## config.mk

```make
export PLATFORM = sky130hd
export DESIGN_NAME = utf8_greek_to_cp1253_upper_core_flat
export DESIGN_NICKNAME = d
export VERILOG_FILES = /design/src/rtl/ug2c_pkg.sv /design/src/rtl/ug2c_ifs.sv /design/src/rtl/utf8_greek_to_cp1253_upper_core.sv /design/src/rtl/ug2c_front.sv /design/src/rtl/ug2c_queue.sv /design/src/rtl/ug2c_back.sv /design/src/flat_wrapper.sv
export SDC_FILE = /design/constraint.sdc
export NUM_CORES = 1
export LEC_CHECK = 0
export BUFFER_PORTS_ARGS = -buffer_cell sky130_fd_sc_hd__buf_4
export CAP_MARGIN = 20
export CORE_MARGIN = 1.5
export CORE_UTILIZATION = 30
export CTS_CLUSTER_SIZE = 25
export DETAILED_ROUTE_END_ITERATION = 7
export PLACE_DENSITY = 0.41
export SYNTH_ARGS = -nofsm -noshare
export SYNTH_HDL_FRONTEND = slang
export SYNTH_SLANG_ARGS = --single-unit
```

## constraint.sdc

```tcl
create_clock -name clk_i -period 3.7 [get_ports clk_i]
set_input_delay 0.37 -clock clk_i [delete_from_list [all_inputs] [get_ports clk_i]]
set_output_delay 0.37 -clock clk_i [all_outputs]
set_load 0.01 [all_outputs]
```

## src/rtl/ug2c_pkg.sv

```systemverilog
`default_nettype none

package ug2c_pkg;

  localparam int unsigned MaxLen = 256;
  localparam int unsigned CntW   = $clog2(MaxLen);
  localparam logic [CntW-1:0] LimitCount = CntW'(MaxLen - 2);

  localparam int unsigned QDepth = 4;
  localparam int unsigned QPtrW  = $clog2(QDepth);

  localparam logic [7:0] LeadMin   = 8'hC0;
  localparam logic [7:0] LeadCe    = 8'hCE;
  localparam logic [7:0] LeadCf    = 8'hCF;
  localparam logic [1:0] ContTag   = 2'b10;
  localparam logic [7:0] AsciiLowA = 8'h61;
  localparam logic [7:0] AsciiLowZ = 8'h7A;
  localparam logic [7:0] CaseShift = 8'h20;

  typedef logic [7:0] byte_t;

  // One queue entry holds the one or two output bytes caused by an input beat.
  typedef struct packed {
    logic  pair;
    byte_t byte0;
    logic  last0;
    byte_t byte1;
    logic  last1;
  } cmd_t;

  localparam byte_t GreekCe [64] = '{
    8'h00, 8'h00, 8'h00, 8'h00, 8'h00, 8'hD5, 8'hC1, 8'h00,
    8'hC5, 8'hC7, 8'hC9, 8'h00, 8'hCF, 8'h00, 8'hD5, 8'hD9,
    8'hC9, 8'hC1, 8'hC2, 8'hC3, 8'hC4, 8'hC5, 8'hC6, 8'hC7,
    8'hC8, 8'hC9, 8'hCA, 8'hCB, 8'hCC, 8'hCD, 8'hCE, 8'hCF,
    8'hD0, 8'hD1, 8'h00, 8'hD3, 8'hD4, 8'hD5, 8'hD6, 8'hD7,
    8'hD8, 8'hD9, 8'hC9, 8'hD5, 8'hC1, 8'hC5, 8'hC7, 8'hC9,
    8'h00, 8'hC1, 8'hC2, 8'hC3, 8'hC4, 8'hC5, 8'hC6, 8'hC7,
    8'hC8, 8'hC9, 8'hCA, 8'hCB, 8'hCC, 8'hCD, 8'hCE, 8'hCF
  };

  localparam byte_t GreekCf [16] = '{
    8'hD0, 8'hD1, 8'hD3, 8'hD3, 8'hD4, 8'hD5, 8'hD6, 8'hD7,
    8'hD8, 8'hD9, 8'hC9, 8'hD5, 8'hCF, 8'hD5, 8'hD9, 8'h00
  };

  // Returns zero when the pair has no single-byte code.
  function automatic byte_t map_pair(input byte_t lead, input byte_t follow);
    byte_t res;
    res = 8'h00;
    if (follow[7:6] == ContTag) begin
      if (lead == LeadCe) begin
        res = GreekCe[follow[5:0]];
      end else if (lead == LeadCf && follow[5:4] == 2'b00) begin
        res = GreekCf[follow[3:0]];
      end
    end
    return res;
  endfunction

endpackage

`default_nettype wire

```

## src/rtl/ug2c_ifs.sv

```systemverilog
`default_nettype none

interface ug2c_in_if;
  logic                valid;
  logic                ready;
  ug2c_pkg::byte_t     in_byte;
  logic                in_last;

  modport source (output valid, output in_byte, output in_last, input ready);
  modport sink (input valid, input in_byte, input in_last, output ready);
endinterface

interface ug2c_out_if;
  logic                valid;
  logic                ready;
  ug2c_pkg::byte_t     out_byte;
  logic                out_last;

  modport source (output valid, output out_byte, output out_last, input ready);
  modport sink (input valid, input out_byte, input out_last, output ready);
endinterface

`default_nettype wire

```

## src/rtl/utf8_greek_to_cp1253_upper_core.sv

```systemverilog
// Converts a UTF-8 byte stream to Windows-1253, turning each Greek letter pair
// with lead byte 0xCE or 0xCF into the single code of its accent-free capital,
// passing all other bytes through and optionally folding ASCII a-z to A-Z.
// An input beat is accepted in every cycle while the four-entry queue between
// the decode front end and the output stage has room; a beat that yields two
// bytes (an unmapped lead followed by another byte) occupies the single output
// register for both bytes in turn, so the sustained rate is one input beat per
// cycle for streams without such pairs while the output side is ready.
// Strings are cut after 255 bytes and the rest up to the marked final byte
// is discarded. The fold setting is written through the config port, which
// is always ready, and must be changed only while the block is idle.

`default_nettype none

module utf8_greek_to_cp1253_upper_core (
  input  wire logic    clk_i,
  input  wire logic    rst_ni,
  ug2c_in_if.sink      in_ch,
  ug2c_out_if.source   out_ch,
  input  wire logic    cfg_valid_i,
  output logic         cfg_ready_o,
  input  wire logic    cfg_fold_ascii_upper_i
);

  logic              fold_q;
  ug2c_pkg::cmd_t    push_cmd;
  logic              push;
  logic              q_full;
  ug2c_pkg::cmd_t    head;
  logic              q_empty;
  logic              pop;

  assign cfg_ready_o = 1'b1;

  always_ff @(posedge clk_i or negedge rst_ni) begin
    if (!rst_ni) begin
      fold_q <= 1'b0;
    end else if (cfg_valid_i) begin
      fold_q <= cfg_fold_ascii_upper_i;
    end
  end

  ug2c_front u_front (
    .clk_i    (clk_i),
    .rst_ni   (rst_ni),
    .in_ch    (in_ch),
    .q_full_i (q_full),
    .cmd_o    (push_cmd),
    .push_o   (push)
  );

  ug2c_queue u_queue (
    .clk_i   (clk_i),
    .rst_ni  (rst_ni),
    .push_i  (push),
    .cmd_i   (push_cmd),
    .full_o  (q_full),
    .pop_i   (pop),
    .head_o  (head),
    .empty_o (q_empty)
  );

  ug2c_back u_back (
    .clk_i   (clk_i),
    .rst_ni  (rst_ni),
    .fold_i  (fold_q),
    .head_i  (head),
    .empty_i (q_empty),
    .pop_o   (pop),
    .out_ch  (out_ch)
  );

endmodule

`default_nettype wire

```

## src/rtl/ug2c_front.sv

```systemverilog
`default_nettype none

module ug2c_front (
  input  wire logic          clk_i,
  input  wire logic          rst_ni,
  ug2c_in_if.sink            in_ch,
  input  wire logic          q_full_i,
  output ug2c_pkg::cmd_t     cmd_o,
  output logic               push_o
);

  logic                        wait_q, wait_d;
  ug2c_pkg::byte_t             lead_q, lead_d;
  logic [ug2c_pkg::CntW-1:0]   cnt_q, cnt_d;
  logic                        drop_q, drop_d;
  logic                        accept;
  logic                        at_end;
  ug2c_pkg::byte_t             mapped;

  assign in_ch.ready = !q_full_i;
  assign accept      = in_ch.valid && !q_full_i;
  assign at_end      = in_ch.in_last || (cnt_q >= ug2c_pkg::LimitCount);
  assign mapped      = ug2c_pkg::map_pair(lead_q, in_ch.in_byte);

  always_comb begin
    wait_d = wait_q;
    lead_d = lead_q;
    cnt_d  = cnt_q;
    drop_d = drop_q;
    push_o = 1'b0;
    cmd_o  = '0;
    if (accept) begin
      if (drop_q) begin
        if (in_ch.in_last) begin
          drop_d = 1'b0;
        end
      end else begin
        cnt_d = cnt_q + 1'b1;
        if (wait_q && mapped != 8'h00) begin
          push_o       = 1'b1;
          cmd_o.byte0  = mapped;
          cmd_o.last0  = at_end;
          wait_d       = 1'b0;
        end else begin
          wait_d = 1'b0;
          if (in_ch.in_byte < ug2c_pkg::LeadMin || at_end) begin
            push_o = 1'b1;
            if (wait_q) begin
              cmd_o.pair  = 1'b1;
              cmd_o.byte0 = lead_q;
              cmd_o.last0 = 1'b0;
              cmd_o.byte1 = in_ch.in_byte;
              cmd_o.last1 = at_end;
            end else begin
              cmd_o.byte0 = in_ch.in_byte;
              cmd_o.last0 = at_end;
            end
          end else begin
            if (wait_q) begin
              push_o      = 1'b1;
              cmd_o.byte0 = lead_q;
              cmd_o.last0 = 1'b0;
            end
            wait_d = 1'b1;
            lead_d = in_ch.in_byte;
          end
        end
        if (at_end) begin
          wait_d = 1'b0;
          lead_d = 8'h00;
          cnt_d  = '0;
          drop_d = !in_ch.in_last;
        end
      end
    end
  end

  always_ff @(posedge clk_i or negedge rst_ni) begin
    if (!rst_ni) begin
      wait_q <= 1'b0;
      lead_q <= 8'h00;
      cnt_q  <= '0;
      drop_q <= 1'b0;
    end else begin
      wait_q <= wait_d;
      lead_q <= lead_d;
      cnt_q  <= cnt_d;
      drop_q <= drop_d;
    end
  end

endmodule

`default_nettype wire

```

## src/rtl/ug2c_queue.sv

```systemverilog
`default_nettype none

module ug2c_queue (
  input  wire logic            clk_i,
  input  wire logic            rst_ni,
  input  wire logic            push_i,
  input  wire ug2c_pkg::cmd_t  cmd_i,
  output logic                 full_o,
  input  wire logic            pop_i,
  output ug2c_pkg::cmd_t       head_o,
  output logic                 empty_o
);

  ug2c_pkg::cmd_t                mem_q [ug2c_pkg::QDepth];
  logic [ug2c_pkg::QPtrW-1:0]    wr_q, wr_d;
  logic [ug2c_pkg::QPtrW-1:0]    rd_q, rd_d;
  logic [ug2c_pkg::QPtrW:0]      cnt_q, cnt_d;
  logic                          do_push;
  logic                          do_pop;

  assign full_o  = (cnt_q == (ug2c_pkg::QPtrW+1)'(ug2c_pkg::QDepth));
  assign empty_o = (cnt_q == '0);
  assign head_o  = mem_q[rd_q];
  assign do_push = push_i && !full_o;
  assign do_pop  = pop_i && !empty_o;

  always_comb begin
    wr_d  = do_push ? wr_q + 1'b1 : wr_q;
    rd_d  = do_pop ? rd_q + 1'b1 : rd_q;
    cnt_d = cnt_q;
    if (do_push && !do_pop) begin
      cnt_d = cnt_q + 1'b1;
    end else if (do_pop && !do_push) begin
      cnt_d = cnt_q - 1'b1;
    end
  end

  always_ff @(posedge clk_i) begin
    if (do_push) begin
      mem_q[wr_q] <= cmd_i;
    end
  end

  always_ff @(posedge clk_i or negedge rst_ni) begin
    if (!rst_ni) begin
      wr_q  <= '0;
      rd_q  <= '0;
      cnt_q <= '0;
    end else begin
      wr_q  <= wr_d;
      rd_q  <= rd_d;
      cnt_q <= cnt_d;
    end
  end

endmodule

`default_nettype wire

```

## src/rtl/ug2c_back.sv

```systemverilog
`default_nettype none

module ug2c_back (
  input  wire logic            clk_i,
  input  wire logic            rst_ni,
  input  wire logic            fold_i,
  input  wire ug2c_pkg::cmd_t  head_i,
  input  wire logic            empty_i,
  output logic                 pop_o,
  ug2c_out_if.source           out_ch
);

  logic              valid_q, valid_d;
  logic              sel_q, sel_d;
  ug2c_pkg::byte_t   byte_q;
  logic              last_q;
  logic              load;
  logic              take;
  ug2c_pkg::byte_t   raw;
  ug2c_pkg::byte_t   folded;
  logic              raw_last;

  assign load     = !valid_q || out_ch.ready;
  assign take     = load && !empty_i;
  assign raw      = sel_q ? head_i.byte1 : head_i.byte0;
  assign raw_last = sel_q ? head_i.last1 : head_i.last0;
  assign pop_o    = take && (!head_i.pair || sel_q);

  always_comb begin
    folded = raw;
    if (fold_i && raw >= ug2c_pkg::AsciiLowA && raw <= ug2c_pkg::AsciiLowZ) begin
      folded = raw - ug2c_pkg::CaseShift;
    end
    sel_d   = take ? (head_i.pair && !sel_q) : sel_q;
    valid_d = take ? 1'b1 : (load ? 1'b0 : valid_q);
  end

  always_ff @(posedge clk_i or negedge rst_ni) begin
    if (!rst_ni) begin
      valid_q <= 1'b0;
      sel_q   <= 1'b0;
    end else begin
      valid_q <= valid_d;
      sel_q   <= sel_d;
    end
  end

  always_ff @(posedge clk_i) begin
    if (take) begin
      byte_q <= folded;
      last_q <= raw_last;
    end
  end

  assign out_ch.valid    = valid_q;
  assign out_ch.out_byte = byte_q;
  assign out_ch.out_last = last_q;

endmodule

`default_nettype wire
```

## src/flat_wrapper.sv

```systemverilog
// flat-port wrapper written by rule: the top's interface ports become plain ports
module utf8_greek_to_cp1253_upper_core_flat 
  (clk_i, rst_ni, cfg_valid_i, cfg_ready_o, cfg_fold_ascii_upper_i, in_ch_valid, in_ch_in_byte, in_ch_in_last, in_ch_ready, out_ch_valid, out_ch_out_byte, out_ch_out_last, out_ch_ready);
  ug2c_in_if in_ch_i ();
  ug2c_out_if out_ch_i ();
  input  wire logic clk_i;
  input  wire logic rst_ni;
  input  wire logic cfg_valid_i;
  output logic cfg_ready_o;
  input  wire logic cfg_fold_ascii_upper_i;
  input wire logic [$bits(in_ch_i.valid)-1:0] in_ch_valid;
  input wire logic [$bits(in_ch_i.in_byte)-1:0] in_ch_in_byte;
  input wire logic [$bits(in_ch_i.in_last)-1:0] in_ch_in_last;
  output wire logic [$bits(in_ch_i.ready)-1:0] in_ch_ready;
  output wire logic [$bits(out_ch_i.valid)-1:0] out_ch_valid;
  output wire logic [$bits(out_ch_i.out_byte)-1:0] out_ch_out_byte;
  output wire logic [$bits(out_ch_i.out_last)-1:0] out_ch_out_last;
  input wire logic [$bits(out_ch_i.ready)-1:0] out_ch_ready;
  assign in_ch_i.valid = in_ch_valid;
  assign in_ch_i.in_byte = in_ch_in_byte;
  assign in_ch_i.in_last = in_ch_in_last;
  assign in_ch_ready = in_ch_i.ready;
  assign out_ch_valid = out_ch_i.valid;
  assign out_ch_out_byte = out_ch_i.out_byte;
  assign out_ch_out_last = out_ch_i.out_last;
  assign out_ch_i.ready = out_ch_ready;
  utf8_greek_to_cp1253_upper_core u_core (.clk_i(clk_i), .rst_ni(rst_ni), .in_ch(in_ch_i), .out_ch(out_ch_i), .cfg_valid_i(cfg_valid_i), .cfg_ready_o(cfg_ready_o), .cfg_fold_ascii_upper_i(cfg_fold_ascii_upper_i));
endmodule
```

* After elaboration in Yosys (flattened, before gate mapping)
Memory sizes are Yosys's and may differ from the RTL's. Cells that the tools add are included. W data, S select, Z words.
Word-level totals: register bits 37, RAM bits 76, memory bits (read-only) 640, input port bits 15, output and inout bits 12, memories kept 3
Operators by class: add/sub/neg operators 6, magnitude comparators 6, equality and inequality tests 6, multiplexer cells 42, bitwise operators 3, reductions and logical operators 31
Memory list:
- (name not given) | depth 64, width 8, rd ports 1, clocked after memory_dff 0, write ports 0, RTL line ug2c_pkg.sv:53 | res = GreekCe[follow[5:0]];
- (name not given) | depth 16, width 8, rd ports 1, clocked after memory_dff 0, write ports 0, RTL line ug2c_pkg.sv:55 | res = GreekCf[follow[3:0]];
- u_core.u_queue.mem_q | depth 4, width 19, rd ports 1, clocked after memory_dff 0, write ports 1, RTL line ug2c_queue.sv:14 | ug2c_pkg::cmd_t mem_q [ug2c_pkg::QDepth];
Operators with widths (number):
- $mux W8 | 13
- $mux W9 | 7
- $mux W19 | 2
- $mux W1 | 18
- $eq A8 B8 Y1 const B | 2
- $logic_and A1 B1 Y1 | 12
- $add A8 B1 Y8 const B | 1
- $ge A8 B7 Y1 const B | 1
- $ge A8 B8 Y1 const B | 1
- $le A8 B7 Y1 const B | 1
- $logic_not A1 Y1 | 8
- $lt A8 B8 Y1 const B | 1
- $reduce_bool A8 Y1 | 1
- $sub A8 B6 Y8 const B | 1
- $ge A7 B7 Y1 const B | 1
- $not A6 Y7 | 1
- $mux W3 | 2
- $ge A5 B5 Y1 const B | 1
- $not A4 Y5 | 1
- $add A2 B1 Y2 const B | 2
- $logic_or A1 B1 Y1 | 4
- $ne A2 B2 Y1 const B | 2
- $reduce_and A4 Y1 | 1
- $reduce_bool A2 Y1 | 2
- other kinds (8) | 8

* Logic depth before layout (Yosys ltp)
depth after elaboration 17, mapped depth 14, depth with buffers taken out 13

* Cells and area by module
From an unflattened synthesis, not the netlist that was laid out.
Unflattened totals: cells, all modules 420, area total of the unflattened synthesis 5769.3 µm²
By module, submodules not included:
- ug2c_queue | instances 1, cells an instance 135, area an instance 3159.3 µm², sequential area each 2457.4 µm²
- ug2c_front | instances 1, cells an instance 231, area an instance 1931.9 µm², sequential area each 450.4 µm²
- ug2c_back | instances 1, cells an instance 50, area an instance 626.9 µm², sequential area each 320.3 µm²
- utf8_greek_to_cp1253_upper_core | instances 1, cells an instance 4, area an instance 51.3 µm², sequential area each 25.0 µm²

* Worst setup path before layout
No wires, ideal clock.
path kind reg-to-reg, start reg u_core.u_queue.rd_q[0] (netlist bit), end reg u_core.u_queue.cnt_q[1] (netlist bit), setup time 125 ps, arrival 2834 ps, data required time 3575 ps, slack 741 ps, stages on the path, launching flop included 10, clock period less this slack 2959 ps, cells stage by stage dfrtp_1 -> buf_2 -> buf_2 -> mux4_2 -> a21boi_0 -> inv_1 -> ha_1 -> inv_1 -> fa_1 -> mux2_2
On the way: word-level cells in the longest chain between the ends 8, elaborated cells between the ends (all ways) 10, those cells by class 1 x mux; 8 x reduce/logical; 1 x memory
Ends and longest elaborated chain:
- start: declaration | RTL line ug2c_queue.sv:16 | logic [ug2c_pkg::QPtrW-1:0] rd_q, rd_d;
- start signal: assignment | RTL line ug2c_queue.sv:51 | rd_q <= rd_d;
- $mem_v2 Z4 W19
- $logic_not A1 Y1 | RTL line ug2c_back.sv:27 | assign pop_o = take && (!head_i.pair || sel_q);
- $logic_or A1 B1 Y1 | RTL line ug2c_back.sv:27
- $logic_and A1 B1 Y1 | RTL line ug2c_back.sv:27
- $logic_and A1 B1 Y1 | RTL line ug2c_queue.sv:25 | assign do_pop = pop_i && !empty_o;
- $logic_not A1 Y1 | RTL line ug2c_queue.sv:31 | if (do_push && !do_pop) begin
- $logic_and A1 B1 Y1 | RTL line ug2c_queue.sv:31
- $mux W3 | RTL line ug2c_queue.sv:31
- via u_core.u_queue.cnt_d, one bit | RTL line ug2c_queue.sv:17 | logic [ug2c_pkg::QPtrW:0] cnt_q, cnt_d;
- end signal: assignment | RTL line ug2c_queue.sv:52 | cnt_q <= cnt_d;
- end: declaration | RTL line ug2c_queue.sv:17
The timed path passes the listed nets, and every way through them passes these cells. A chain may end at the register's enable or synchronous reset.

==> Implementation_results.wiki <==
{| class="wikitable"
! Metric !! Value
|-
| Number of buffers inserted by post-CTS setup repair || 0
|-
| Leftover overflow at the end of global routing || 0
|-
| Final worst path period share || 91.2%
|-
| Root Driver || clkbuf_16
|-
| Antenna-violating nets left || 0
|-
| Detailed Route Iter0 Violations || 159
|-
| Placement Rows || 49
|-
| HPWL Detailed || between 9000 and 10000 um
|-
| Maximum capacitance violations || 0
|-
| Fillers || 1759
|-
| Combined global-route utilization of all metal layers || 14.2%
|-
| Setup TNS Final || 0 ps
|-
| Final weighted congestion of routability-driven global placement || 0.836
|-
| Number of pins with negative max-slew slack in the final report || 0
|-
| Flip-flop cell with the highest count after synthesis || edfxtp_1
|-
| Power per cell area || 716 nW/um^2
|-
| Worst clock skew || 11.2 ps
|-
| Vias in the first global route || around 3700
|-
| First-pass GRT wire length || roughly 21000 um
|-
| Max IR drop VDD || roughly 0.00036 V
|-
| Number of library cell types mapped by synthesis || 66
|-
| Number of flops mapped to enable cells by yosys || 85
|-
| Average instance area after synthesis || 12.7 um^2
|-
| CTS max path bufs || 2
|-
| Largest net degree at the start of global routing || 32
|-
| Nets || between 500 and 600
|-
| Number of buffers inserted for hold repair after clock tree synthesis || 1
|-
| Total of flip-flops plus latches after synthesis || 113
|-
| Number of standard cells after synthesis || approximately 440
|-
| Net count after synthesis || 467
|-
| Detail-routed net length per standard cell || 18.3 um
|-
| Total wire length || 13100 um
|-
| Category of the worst setup path launch point || register
|-
| Initial standard-cell utilization of the core || 30.7%
|-
| PortBufs || 25
|-
| Crit. End Element || register
|-
| Rel. slew slack || 44.3%
|-
| RSZ-0062 raised after global routing || no
|-
| Portion of synthesized cell area occupied by the leading cell type || 46.0%
|-
| Worst Hold Depth || 2
|-
| Library cell occupying the most area in the post-synthesis netlist || edfxtp_1
|-
| Worst Max-Slew Pin Slew || 830 ps
|-
| Worst setup path class || reg -> reg
|-
| Part of the Yosys area used for sequential elements || 58.6%
|-
| Final Hold Viols || 0
|-
| Core box area || 18100 um^2
|-
| Result of the run || finished, violations left
|-
| Area added between synthesis and finish || 19.0%
|-
| Class of the tightest hold or removal check || in -> reg
|-
| Maximum fanout along the worst path || 10
|-
| Number of cells on the worst reg-to-reg path || 7
|-
| Vias per cell || 5.15
|-
| Die height || 139 um
|-
| Post-synthesis instance area || 5550 um^2
|-
| Detailed-route DRC error count || 1
|-
| CTS clk-pin slew, worst paths || 60 ps
|-
| Antenna violations before repair || 0
|-
| Highest Clock Rate || 296 MHz
|-
| Number of synthesis warnings || 0
|-
| Number of sinks driven by the clock tree || ~110
|-
| Number of H-tree levels || 4
|-
| Arrival time at the worst endpoint || 3480 ps
|-
| Quantity of gates resized following cts || 0
|-
| Synth async-reset ratio || about a quarter
|-
| Die area || 19300 um^2
|-
| Ant. Diodes || 0
|-
| First-pass DRT Iterations || 6
|-
| Biggest area contributors in the synthesized netlist || edfxtp_1 (46%), dfrtp_1 (13%), mux4_2 (7.7%), ha_1 (3.4%), nand2_1 (2.8%)
|-
| Clock Latency Late Sink || 410 ps
|-
| Violations in the final reports || design-rule violations
|-
| Required @ worst endpoint || 3800 ps
|-
| Pre-CTS setup slack || 404 ps
|-
| Die outline width || between 100 and 150 um
|-
| # IOs || 27
|-
| CTS tree || built
|-
| P_leak || 2.47 nW
|-
| Final critical-path setup slack || 324 ps
|-
| Share of final-layout standard cells stronger than drive strength 1 || 20.9%
|-
| Inserted Clock Buffers || 17
|-
| Period minus WS final || 3380 ps
|-
| Via count || 3700
|-
| Final setup violating endpoints || 0
|}
## final timing paths
| kind | slack (ps) | startpoint | to |
|---|---|---|---|
| max | 320 | u_core.u_front.lead_q[3]$_DFFE_PN0P_ | u_core.u_queue.mem_q[3][3]$_DFFE_PP_ |
| min | 150 | out_ch_ready | u_core.u_back.out_ch.valid$_DFFE_PN0P_ |
| max reg2reg | 320 | u_core.u_front.lead_q[3]$_DFFE_PN0P_ | u_core.u_queue.mem_q[3][3]$_DFFE_PP_ |
| min reg2reg | 490 | u_core.u_queue.cnt_q[2]$_DFFE_PN0P_ | u_core.u_queue.cnt_q[2]$_DFFE_PN0P_ |
| max in group asynchronous | 2970 | rst_ni | u_core.u_queue.rd_q[0]$_DFFE_PN0P_ |
| min in group asynchronous | 420 | rst_ni | u_core.u_front.cnt_q[4]$_DFFE_PN0P_ |
## logic make-up after synthesis
| group | Yosys count | synth area share [%] |
|---|---|---|
| compound gates | 90 | 11.1 |
| xor+xnor | 6 | 0.946 |
| fa+ha+maj | 16 | 3.74 |
| buf+inv | 43 | 3.29 |
| flops | 113 | 58.6 |
| mux | 28 | 9.37 |
| other cells | 1 | 0.0675 |
| simple gates | 139 | 13.0 |
## metal layers
layer | global-route usage [%] | vias to the layer above | part of all wire [%]
met4 | 4.20 | 0 | 0.86
li1 | - | 1745 | -
met1 | 18.4 | 1876 | 46
met3 | 4.07 | 8 | 4.5
met2 | 23.2 | 71 | 49
met5 | 0 | - | 0
## report_power, final
group	leakage (nW)	switching [W]	internal [W]	total, W
logic	1.07	0.000725	0.000603	0.00133
clock network	0.253	0.000579	0.000915	0.00149
registers	1.14	0.000173	0.00174	0.00191
## through the flow
step	area, um^2	hold WS [ps]	std cells	power (W)	utilization [%]
floorplan	5550	74.4	436	0.00279	-
global placement	6050	332	685	0.00330	33.5
detailed placement	6050	335	685	0.00331	33.5
CTS	6610	134	718	0.00482	36.5
global route	6610	147	718	0.00502	36.5
finish	6610	150	718	0.00473	36.5
## critical path: stages (launching register included)
cell and delay (ps):
dfrtp_1 390, nand4_2 170, or4_1 680, or4_4 600, a22oi_2 180, o221a_2 290
nand2_4 120, nor4_1 640
## area by class of cell
cell class | instances | area (um^2) | area share, %
Multi-Input combinational cell | 280 | 2120 | 32.1
Tap cell | 229 | 287 | 4.34
Clock buffer | 18 | 429 | 6.49
Timing Repair Buffer | 43 | 325 | 4.92
Clock inverter | 14 | 116 | 1.76
Sequential cell | 113 | 3250 | 49.2
Inverter | 21 | 78.8 | 1.19
## cell usage after synthesis, types with 7 or more instances
| cell | instances |
|---|---|
| nor2_1 | 28 |
| dfrtp_1 | 28 |
| ha_1 | 15 |
| nand2_1 | 42 |
| a31oi_1 | 7 |
| a21oi_1 | 11 |
| o21ai_0 | 30 |
| mux4_2 | 19 |
| nor3_1 | 12 |
| clkbuf_1 | 16 |
| mux2i_1 | 7 |
| nand3_1 | 7 |
| edfxtp_1 | 85 |
| inv_1 | 21 |
| nor2b_1 | 11 |
| nor4_1 | 8 |
## registers in the layout, indices dropped and copies added, names as in the netlist, 2 cells and up
register / count
u_core.u_queue.rd_q: 2
u_core.u_queue.wr_q: 2
u_core.u_back.out_ch.out_byte: 8
u_core.u_queue.cnt_q: 3
u_core.u_front.cnt_q: 8
u_core.u_front.lead_q: 8
u_core.u_queue.mem_q: 76
## cells in the final DEF (no fill, tap or decap), types with 3 or more instances in the layout
cell / count
a21o_1: 4
a21oi_1: 11
a22o_1: 5
a31oi_1: 7
and2_1: 5
buf_4: 42
clkbuf_16: 17
clkinv_2: 3
clkinvlp_4: 5
dfrtp_1: 28
edfxtp_1: 85
ha_1: 15
inv_1: 21
mux2i_1: 7
mux4_2: 19
nand2_1: 42
nand2b_1: 3
nand3_1: 7
nand4_1: 3
nor2_1: 28
nor2b_1: 11
nor3_1: 12
nor4_1: 8
o21ai_0: 30
o31a_1: 3
o31ai_1: 4
or4_1: 3
xnor2_1: 3
xor2_1: 3
Note: power is estimated with default switching activity, not from simulation.
